==> src/hw/rtl/radix_string_to_int64_unit_macros.svh <==
// Assertion macros for the radix string to int64 unit
`ifndef RADIX_STRING_TO_INT64_UNIT_MACROS_SVH
`define RADIX_STRING_TO_INT64_UNIT_MACROS_SVH

`ifndef SYNTH
// Same-cycle implication, sampled on the rising clock, off during reset
`define RSTI_ASSERT_IMPL(label, clk, rst_n, ante, cons, msg) \
  label: assert property (@(posedge clk) disable iff (!rst_n) (ante) |-> (cons)) \
    else $error(msg);
// Next-cycle implication, sampled on the rising clock, off during reset
`define RSTI_ASSERT_NEXT(label, clk, rst_n, ante, cons, msg) \
  label: assert property (@(posedge clk) disable iff (!rst_n) (ante) |=> (cons)) \
    else $error(msg);
`else
`define RSTI_ASSERT_IMPL(label, clk, rst_n, ante, cons, msg)
`define RSTI_ASSERT_NEXT(label, clk, rst_n, ante, cons, msg)
`endif

`endif

==> src/hw/rtl/rsti_pkg.sv <==
// Shared types and constants for the radix string to int64 unit
`default_nettype none

package rsti_pkg;

  // Character codes
  localparam logic [7:0] CH_SPACE = 8'h20;
  localparam logic [7:0] CH_TAB   = 8'h09;
  localparam logic [7:0] CH_MINUS = 8'h2D;

  // Base limits and reset value
  localparam logic [5:0] RADIX_MIN   = 6'd2;
  localparam logic [5:0] RADIX_MAX   = 6'd36;
  localparam logic [5:0] RADIX_RESET = 6'd10;
  localparam logic [5:0] NO_DIGIT    = 6'd36;

  // Saturation values
  localparam logic [63:0] NUM_MAX = 64'h7FFF_FFFF_FFFF_FFFF;
  localparam logic [63:0] NUM_MIN = 64'h8000_0000_0000_0000;

  // Result status codes
  localparam logic [1:0] ST_OK      = 2'd0;
  localparam logic [1:0] ST_INVALID = 2'd1;
  localparam logic [1:0] ST_RANGE   = 2'd2;

  // Result offset width and queue depth
  localparam int END_OFFSET_W = 16;
  localparam int Q_DEPTH      = 2;

  typedef struct packed {
    logic       start_req;
    logic [7:0] ch;
  } in_word_t;

  typedef struct packed {
    logic signed [63:0]        number;
    logic [1:0]                status;
    logic [END_OFFSET_W-1:0]   end_offset;
  } out_word_t;

  // Classified character as it travels from front to back
  typedef struct packed {
    logic       start;
    logic       blank;
    logic       minus;
    logic       digit_ok;
    logic       base_bad;
    logic [5:0] digit;
    logic [5:0] radix;
  } cls_word_t;

endpackage

`default_nettype wire

==> src/hw/rtl/rsti_front.sv <==
// Front end: radix register and character classification
`default_nettype none

module rsti_front
  import rsti_pkg::*;
(
  input  wire logic      clk,
  input  wire logic      rst_n,
  input  wire logic      cfg_we,
  input  wire logic [5:0] cfg_wdata,
  input  wire logic      in_valid,
  output logic           in_ready,
  input  wire in_word_t  in_word,
  output logic           push_valid,
  input  wire logic      push_ready,
  output cls_word_t      push_word
);

  logic [5:0] radix_r;
  logic [5:0] digit;

  // Hold the configured base
  always_ff @(posedge clk) begin
    if (!rst_n) begin
      radix_r <= RADIX_RESET;
    end else if (cfg_we) begin
      radix_r <= cfg_wdata;
    end
  end

  // Map the character to its digit value
  always_comb begin
    case (in_word.ch) inside
      [8'h30:8'h39]: digit = 6'(in_word.ch - 8'h30);
      [8'h41:8'h5A]: digit = 6'(in_word.ch - 8'h41 + 8'd10);
      [8'h61:8'h7A]: digit = 6'(in_word.ch - 8'h61 + 8'd10);
      default:       digit = NO_DIGIT;
    endcase
  end

  // Build the classified word
  always_comb begin
    push_word.start    = in_word.start_req;
    push_word.blank    = (in_word.ch == CH_SPACE) || (in_word.ch == CH_TAB);
    push_word.minus    = (in_word.ch == CH_MINUS);
    push_word.digit_ok = (digit < radix_r);
    push_word.base_bad = (radix_r < RADIX_MIN) || (radix_r > RADIX_MAX);
    push_word.digit    = digit;
    push_word.radix    = radix_r;
  end

  assign push_valid = in_valid;
  assign in_ready   = push_ready;

endmodule

`default_nettype wire

==> src/hw/rtl/rsti_queue.sv <==
// Short queue between front and back ends
`default_nettype none

module rsti_queue
  import rsti_pkg::*;
(
  input  wire logic      clk,
  input  wire logic      rst_n,
  input  wire logic      push_valid,
  output logic           push_ready,
  input  wire cls_word_t push_word,
  output logic           pop_valid,
  input  wire logic      pop_ready,
  output cls_word_t      pop_word
);

  localparam int PTR_W = (Q_DEPTH > 1) ? $clog2(Q_DEPTH) : 1;
  localparam int CNT_W = $clog2(Q_DEPTH + 1);

  cls_word_t        mem_r [Q_DEPTH];
  logic [PTR_W-1:0] wr_ptr_r, wr_ptr_nxt;
  logic [PTR_W-1:0] rd_ptr_r, rd_ptr_nxt;
  logic [CNT_W-1:0] count_r, count_nxt;
  logic             do_push, do_pop;

  assign push_ready = (count_r != CNT_W'(Q_DEPTH));
  assign pop_valid  = (count_r != '0);
  assign pop_word   = mem_r[rd_ptr_r];
  assign do_push    = push_valid && push_ready;
  assign do_pop     = pop_valid && pop_ready;

  // Advance pointers with wrap
  always_comb begin
    wr_ptr_nxt = wr_ptr_r;
    rd_ptr_nxt = rd_ptr_r;
    count_nxt  = count_r;
    if (do_push) begin
      wr_ptr_nxt = (wr_ptr_r == PTR_W'(Q_DEPTH - 1)) ? '0 : wr_ptr_r + 1'b1;
    end
    if (do_pop) begin
      rd_ptr_nxt = (rd_ptr_r == PTR_W'(Q_DEPTH - 1)) ? '0 : rd_ptr_r + 1'b1;
    end
    if (do_push && !do_pop) begin
      count_nxt = count_r + 1'b1;
    end else if (do_pop && !do_push) begin
      count_nxt = count_r - 1'b1;
    end
  end

  always_ff @(posedge clk) begin
    if (!rst_n) begin
      wr_ptr_r <= '0;
      rd_ptr_r <= '0;
      count_r  <= '0;
    end else begin
      wr_ptr_r <= wr_ptr_nxt;
      rd_ptr_r <= rd_ptr_nxt;
      count_r  <= count_nxt;
    end
  end

  // Store the pushed word
  always_ff @(posedge clk) begin
    if (do_push) begin
      mem_r[wr_ptr_r] <= push_word;
    end
  end

endmodule

`default_nettype wire

==> src/hw/rtl/rsti_back.sv <==
// Back end: parse state, digit accumulate with range check, result register
`default_nettype none

module rsti_back
  import rsti_pkg::*;
#(
  parameter int OFFSET_WIDTH = 16
) (
  input  wire logic      clk,
  input  wire logic      rst_n,
  input  wire logic      pop_valid,
  output logic           pop_ready,
  input  wire cls_word_t pop_word,
  output logic           out_valid,
  input  wire logic      out_ready,
  output out_word_t      out_word
);

  localparam int EXT_W  = (OFFSET_WIDTH > END_OFFSET_W) ? OFFSET_WIDTH : END_OFFSET_W;
  localparam int PROD_W = 70;

  typedef enum logic [3:0] {
    PH_IDLE = 4'b0001,
    PH_LEAD = 4'b0010,
    PH_DIGS = 4'b0100,
    PH_DONE = 4'b1000
  } phase_t;

  phase_t                  phase_r, phase_nxt, phase_cur;
  logic                    negative_r, negative_nxt, negative_cur;
  logic [63:0]             accum_r, accum_nxt, accum_cur;
  logic                    seen_r, seen_nxt, seen_cur;
  logic                    ovf_r, ovf_nxt, ovf_cur;
  logic [OFFSET_WIDTH-1:0] pos_r, pos_nxt, pos_cur;
  logic                    out_valid_r;
  out_word_t               out_word_r;
  logic                    fire, emit;
  logic [1:0]              emit_status;
  logic [PROD_W-1:0]       prod;
  logic [63:0]             limit;
  logic [EXT_W-1:0]        pos_ext;
  logic [END_OFFSET_W-1:0] off_sat;
  out_word_t               res;

  assign fire      = pop_valid && (!out_valid_r || out_ready);
  assign pop_ready = !out_valid_r || out_ready;

  // Start of string restarts the parse state
  always_comb begin
    phase_cur    = pop_word.start ? PH_LEAD : phase_r;
    negative_cur = pop_word.start ? 1'b0 : negative_r;
    accum_cur    = pop_word.start ? '0 : accum_r;
    seen_cur     = pop_word.start ? 1'b0 : seen_r;
    ovf_cur      = pop_word.start ? 1'b0 : ovf_r;
    pos_cur      = pop_word.start ? '0 : pos_r;
  end

  // Multiply-accumulate and compare against the limit for the sign
  assign prod  = PROD_W'(accum_cur) * PROD_W'(pop_word.radix) + PROD_W'(pop_word.digit);
  assign limit = negative_cur ? NUM_MIN : NUM_MAX;

  // Step the parse for one character
  always_comb begin
    phase_nxt    = phase_cur;
    negative_nxt = negative_cur;
    accum_nxt    = accum_cur;
    seen_nxt     = seen_cur;
    ovf_nxt      = ovf_cur;
    pos_nxt      = pos_cur;
    emit         = 1'b0;
    emit_status  = ST_OK;
    if ((phase_cur == PH_LEAD) || (phase_cur == PH_DIGS)) begin
      if (pop_word.base_bad) begin
        emit         = 1'b1;
        emit_status  = ST_INVALID;
        negative_nxt = 1'b0;
        accum_nxt    = '0;
        phase_nxt    = PH_DONE;
      end else if ((phase_cur == PH_LEAD) && pop_word.blank) begin
        phase_nxt = PH_LEAD;
      end else if ((phase_cur == PH_LEAD) && pop_word.minus) begin
        negative_nxt = 1'b1;
        phase_nxt    = PH_DIGS;
      end else if (pop_word.digit_ok) begin
        seen_nxt  = 1'b1;
        phase_nxt = PH_DIGS;
        if (!ovf_cur) begin
          if (prod > PROD_W'(limit)) begin
            ovf_nxt = 1'b1;
          end else begin
            accum_nxt = prod[63:0];
          end
        end
      end else begin
        emit      = 1'b1;
        phase_nxt = PH_DONE;
        if (!seen_cur) begin
          emit_status = ST_INVALID;
        end else if (ovf_cur) begin
          emit_status = ST_RANGE;
        end else begin
          emit_status = ST_OK;
        end
      end
      if (pos_cur != '1) begin
        pos_nxt = pos_cur + 1'b1;
      end
    end
  end

  // Form the result word
  assign pos_ext = EXT_W'(pos_cur);
  assign off_sat = (pos_ext > EXT_W'({END_OFFSET_W{1'b1}})) ? '1 : pos_ext[END_OFFSET_W-1:0];

  always_comb begin
    res.status = emit_status;
    case (emit_status)
      ST_OK: begin
        res.number     = negative_cur ? -accum_cur : accum_cur;
        res.end_offset = off_sat;
      end
      ST_RANGE: begin
        res.number     = negative_cur ? NUM_MIN : NUM_MAX;
        res.end_offset = off_sat;
      end
      default: begin
        res.number     = '0;
        res.end_offset = '0;
      end
    endcase
  end

  // Commit parse state on each consumed word
  always_ff @(posedge clk) begin
    if (!rst_n) begin
      phase_r    <= PH_IDLE;
      negative_r <= 1'b0;
      accum_r    <= '0;
      seen_r     <= 1'b0;
      ovf_r      <= 1'b0;
      pos_r      <= '0;
    end else if (fire) begin
      phase_r    <= phase_nxt;
      negative_r <= negative_nxt;
      accum_r    <= accum_nxt;
      seen_r     <= seen_nxt;
      ovf_r      <= ovf_nxt;
      pos_r      <= pos_nxt;
    end
  end

  // Hold the result until taken
  always_ff @(posedge clk) begin
    if (!rst_n) begin
      out_valid_r <= 1'b0;
    end else if (fire && emit) begin
      out_valid_r <= 1'b1;
    end else if (out_ready) begin
      out_valid_r <= 1'b0;
    end
  end

  always_ff @(posedge clk) begin
    if (fire && emit) begin
      out_word_r <= res;
    end
  end

  assign out_valid = out_valid_r;
  assign out_word  = out_word_r;

endmodule

`default_nettype wire

==> src/hw/rtl/radix_string_to_int64_unit.sv <==
// Top level of the streaming radix string to int64 parser
//
//   channel   dir  handshake            payload
//   in_       in   in_valid/in_ready    in_word_t  {start_req, ch}
//   out_      out  out_valid/out_ready  out_word_t {number, status, end_offset}
//   cfg_      in   cfg_we               cfg_wdata  radix, 6 bits
//
// One character word is taken per cycle while the queue has room; the back
// end does one 64x6 multiply-accumulate and limit compare per cycle, so
// throughput is one word a cycle while results are taken. A terminating
// character is registered in the queue, then its result in the back end.
// A two-entry queue separates classification from parsing; the back end
// stalls only while a result sits in the output register and is not taken.
// Synchronous active-low reset clears control state; radix resets to 10.
`default_nettype none

`include "radix_string_to_int64_unit_macros.svh"

module radix_string_to_int64_unit
  import rsti_pkg::*;
#(
  parameter int OFFSET_WIDTH = 16
) (
  input  wire logic       clk,
  input  wire logic       rst_n,
  input  wire logic       cfg_we,
  input  wire logic [5:0] cfg_wdata,
  input  wire logic       in_valid,
  output logic            in_ready,
  input  wire in_word_t   in_word,
  output logic            out_valid,
  input  wire logic       out_ready,
  output out_word_t       out_word
);

  logic      push_valid, push_ready;
  cls_word_t push_word;
  logic      pop_valid, pop_ready;
  cls_word_t pop_word;

  // Classify incoming characters
  rsti_front u_front (
    .clk        (clk),
    .rst_n      (rst_n),
    .cfg_we     (cfg_we),
    .cfg_wdata  (cfg_wdata),
    .in_valid   (in_valid),
    .in_ready   (in_ready),
    .in_word    (in_word),
    .push_valid (push_valid),
    .push_ready (push_ready),
    .push_word  (push_word)
  );

  // Decouple front and back
  rsti_queue u_queue (
    .clk        (clk),
    .rst_n      (rst_n),
    .push_valid (push_valid),
    .push_ready (push_ready),
    .push_word  (push_word),
    .pop_valid  (pop_valid),
    .pop_ready  (pop_ready),
    .pop_word   (pop_word)
  );

  // Parse and emit results
  rsti_back #(
    .OFFSET_WIDTH (OFFSET_WIDTH)
  ) u_back (
    .clk       (clk),
    .rst_n     (rst_n),
    .pop_valid (pop_valid),
    .pop_ready (pop_ready),
    .pop_word  (pop_word),
    .out_valid (out_valid),
    .out_ready (out_ready),
    .out_word  (out_word)
  );

  // Invalid results carry zero value and zero offset
  `RSTI_ASSERT_IMPL(a_invalid_zero, clk, rst_n,
                    out_valid && (out_word.status == ST_INVALID),
                    (out_word.number == 64'sd0) && (out_word.end_offset == '0),
                    "invalid result not zeroed")
  // Range results are saturated to one of the two extremes
  `RSTI_ASSERT_IMPL(a_range_sat, clk, rst_n,
                    out_valid && (out_word.status == ST_RANGE),
                    (out_word.number == NUM_MAX) || (out_word.number == NUM_MIN),
                    "range result not saturated")
  // A number with digits ends past its first character
  `RSTI_ASSERT_IMPL(a_offset_nonzero, clk, rst_n,
                    out_valid && (out_word.status != ST_INVALID),
                    out_word.end_offset != '0,
                    "zero offset on parsed number")

endmodule

`default_nettype wire
==> config.mk <==
export PLATFORM = sky130hd
export DESIGN_NAME = radix_string_to_int64_unit
export DESIGN_NICKNAME = d
export VERILOG_FILES = /design/src/hw/rtl/rsti_pkg.sv /design/src/hw/rtl/rsti_front.sv /design/src/hw/rtl/rsti_queue.sv /design/src/hw/rtl/rsti_back.sv /design/src/hw/rtl/radix_string_to_int64_unit.sv
export VERILOG_INCLUDE_DIRS = /design/src /design/src/hw/rtl
export SDC_FILE = /design/constraint.sdc
export NUM_CORES = 2
export LEC_CHECK = 0
export BUFFER_PORTS_ARGS = -buffer_cell sky130_fd_sc_hd__buf_2
export CELL_PAD_IN_SITES_DETAIL_PLACEMENT = 1
export CELL_PAD_IN_SITES_GLOBAL_PLACEMENT = 1
export CORE_ASPECT_RATIO = 0.7
export CORE_UTILIZATION = 45
export DETAILED_ROUTE_END_ITERATION = 8
export PLACE_DENSITY_LB_ADDON = 0.15
export SYNTH_ARGS = -nofsm -noshare
export SYNTH_HDL_FRONTEND = slang
export SYNTH_SLANG_ARGS = --single-unit
==> constraint.sdc <==
create_clock -name clk -period 9.5 [get_ports clk]
set_input_delay 2.375 -clock clk [delete_from_list [all_inputs] [get_ports clk]]
set_output_delay 2.375 -clock clk [all_outputs]
set_load 0.01 [all_outputs]
==> qor.yml <==
clocking:
  cts_buffer_depth: 3
  h-tree-depth: 1
  clkTransAtPathRegs_ps: 60
  cts_tree: "yes"
  clock-sinks: 215
  clockRootBuffer: "clkbuf_16"
  clkLatencyLatePin_ps: 530
  cts_made_buffers: 24
  cts_hold_buffers: 0
finish:
  antenna-diode-count: 0
  area_growth_pct: 11.9
  design_area_um2: 27500
  nFillCells: 6349
  fin_nets: 3404
  drive_gt1_frac: 0.110
grt:
  grt_pass1_wl_um: 142000
  antenna_found_initial: 3
  grt_pass1_vias: 22600
  grt_overflow_total: 0
  grt_max_degree: 85
  grt_usage: 0.337
logic_synthesis:
  synthTopCellsByArea: "fa_1 (21%), edfxtp_1 (14%), ha_1 (12%)"
  syn_avg_cell_area_um2: 8.69
  synth-compound-area-share: 0.155
  ys_top_cells_by_count: "nor2_1 (354), nand2_1 (322), fa_1 (252)"
  synth.area.mux_share: 0.0146
  synth_flop_cell: "edfxtp_1"
  yosys.area_share.simple: 0.186
  synth_largest_area_cell: "fa_1"
  yosysMostFrequentCell: "nor2_1"
  synthCells: 2826
  netlist.area_leader.share: 0.205
  yosys_warnings: 0
  syn_nets: 3326
  synthArstFlopShare: 0
  synth_xor_area_frac: 0.0421
  synth-seq-cells: 215
  yosysSeqAreaShare: 0.222
  synth_enable_flop_cells: 116
  netlist_area_um2: 24600
  synth_top_family_by_area: "adder cells"
  netlist-cell-type-count: 78
  synthAdderAreaFrac: 0.321
route:
  drtAntennaViolNets: 0
  vias_per_cell: 6.16
  drc: 0
  drt_iter0_drc: 2362
  first_pass_iters: 5
  wl_um: 93200
  drt-wirelength-per-cell_um: 25.5
  num_vias: 22500
floorplan:
  dieArea_um2: 55600
  pin_count: 104
  core-area_um2: 53800
  die_w_um: 281
  initial_core_util: 0.456
  die_height_um: 198
  rows: 71
worst_setup_path:
  cp_slowest_cell: "fa_1"
  critPathKind: "flip-flop to flip-flop"
  cp-start-kind: "flip-flop"
  cp_data_arrival_time_ps: 9590
  slowest_delay_ps: 550
  worstSetupEndpointType: "flip-flop"
  crit_required_ps: 9910
  path_max_fanout: 45
sta:
  holdWs_ps: 479
  worstMarginPinSlew_ps: 1170
  hold_violations: 0
  setup_ws_ps: 323
  fmax_ghz: 0.109
  setup_viol: 0
  clock_skew_ps: 20.7
  fin_crit_sh: 0.966
  period_needed_ps: 9180
  slew_headroom: 0.212
  slew_violations: 0
place:
  dp_hpwl_um: 75900
  dpl_cell_area_um2: 26300
  io_buffers: 103
  pre_cts_slack_ps: -102
  gp_congestion: 0.965
power:
  leakagePower_nw: 13.1
  total_power_mw: 3.47
  ir_worst_vdd_mv: 0.110
  p_per_area_nw_per_um2: 126
worst_hold_path:
  hp-class: "flip-flop to flip-flop"
run_status:
  outcome: "finished, final reports clean"
flow_run:
  cap_violations: 0
## path summary, 6_finish.rpt
path | start | slack [ps] | cells after the start | to
setup / recovery | flip-flop | 320 | 37 | u_back.accum_r[41]$_SDFFE_PN0P_
hold / removal | u_back.phase_r[0]$_SDFFE_PN1P_ | 480 | 2 | u_back.phase_r[0]$_SDFFE_PN1P_
setup reg to reg | flip-flop | 320 | 37 | u_back.accum_r[41]$_SDFFE_PN0P_
hold reg to reg | u_back.phase_r[0]$_SDFFE_PN1P_ | 480 | 2 | u_back.phase_r[0]$_SDFFE_PN1P_
## cells by family (layout without fill, tap and decap cells)
| kind of cell | count (synthesis) | after routing |
|---|---|---|
| XOR/XNOR | 118 | 118 |
| flip-flops | 215 | 215 |
| adder cells (fa/ha/maj) | 480 | 480 |
| AND/OR/NAND/NOR | 1007 | 1007 |
| multiplexers | 34 | 34 |
| AO/OA/AOI/OAI | 599 | 599 |
| buffers and inverters | 373 | 469 |
## worst max-delay path, delay by kind of cell, from the launching register on
| family | cells | cell delay (ps) |
|---|---|---|
| AOI/OAI and AO/OA | 12 | 2690 |
| adders and majority gates | 6 | 2500 |
| and+or+nand+nor | 10 | 1940 |
| buffers and inverters | 7 | 950 |
| DFF | 1 | 440 |
| muxes | 1 | 300 |
| xor gates and xnor gates | 1 | 200 |
## metal layers
layer / GRT usage / wire length [µm] / part of all wire / up-vias
met1: 0.546 / 45200 / 0.48 / 11500
li1: - / - / - / 9886
met4: 0.0439 / 1410 / 0.015 / 4
met3: 0.0691 / 10400 / 0.11 / 93
met2: 0.461 / 36300 / 0.39 / 1038
met5: 0 / 23 / 0.00025 / -
## registers in the layout, indices dropped and copies added (netlist names), named ones only
name               cells
u_back.accum_r        64
u_queue.count_r        2
u_back.out_word       82
u_back.seen_r          1
u_back.pos_r          16
u_queue.wr_ptr_r       1
u_back.ovf_r           1
u_front.radix_r        6
u_back.phase_r         4
u_queue.rd_ptr_r       1
u_back.negative_r      1
u_back.out_valid       1
u_queue.mem_r         34
## what timing repair did
action	CTS	global route
setup buffers	1	8
pin swaps	0	11
gates resized for setup	3	44
gates cloned	1	3
setup endpoints to repair	56	65
## report_power, final
| part | internal [mW] | total [mW] | switching (mW) |
|---|---|---|---|
| Sequential | 1.14 | 1.21 | 0.0723 |
| Combinational | 0.371 | 1.28 | 0.906 |
| Clock | 0.593 | 0.986 | 0.393 |
| Total | 2.10 | 3.47 | 1.37 |
## cell type report
class	count	area [µm²]	share of cell area
tap	730	913	0.0332
timing repair buffer	214	1540	0.0559
sequential	215	5470	0.199
clock buffer	34	732	0.0266
clock inverter	10	111	0.00405
multi-input combinational	2238	17900	0.653
inverter	211	792	0.0288
## placed cells by master (no fill, tap or decap), types with 10 or more instances in the layout
cell type and n:
a211oi_1 13, a21o_1 31, a21oi_1 155, a22o_1 56, a31oi_1 11, and2_1 60, and3_1 18, and4_1 10
buf_2 103, buf_4 94, clkbuf_16 30, dfxtp_1 97, edfxtp_1 116, fa_1 252, ha_1 223, inv_1 209
mux2_2 14, mux2i_1 13, nand2_1 314, nand2b_1 21, nand3_1 64, nand4_1 48, nor2_1 350, nor2b_1 22
nor3_1 28, nor4_1 15, o211ai_1 13, o21a_1 22, o21ai_0 172, o21bai_1 12, o31ai_1 24, or3_1 10
xnor2_1 43, xor2_1 74
## metrics by stage
stage / utilization / std cells / setup TNS, ps
global placement: 0.488 / 3595 / 0
floorplan: - / 2826 / 0
finish: 0.511 / 3652 / 0
global route: 0.511 / 3652 / -738
detailed placement: 0.488 / 3595 / -4870
CTS: 0.505 / 3641 / 0
No activity file was read; power rests on OpenSTA's default activity.
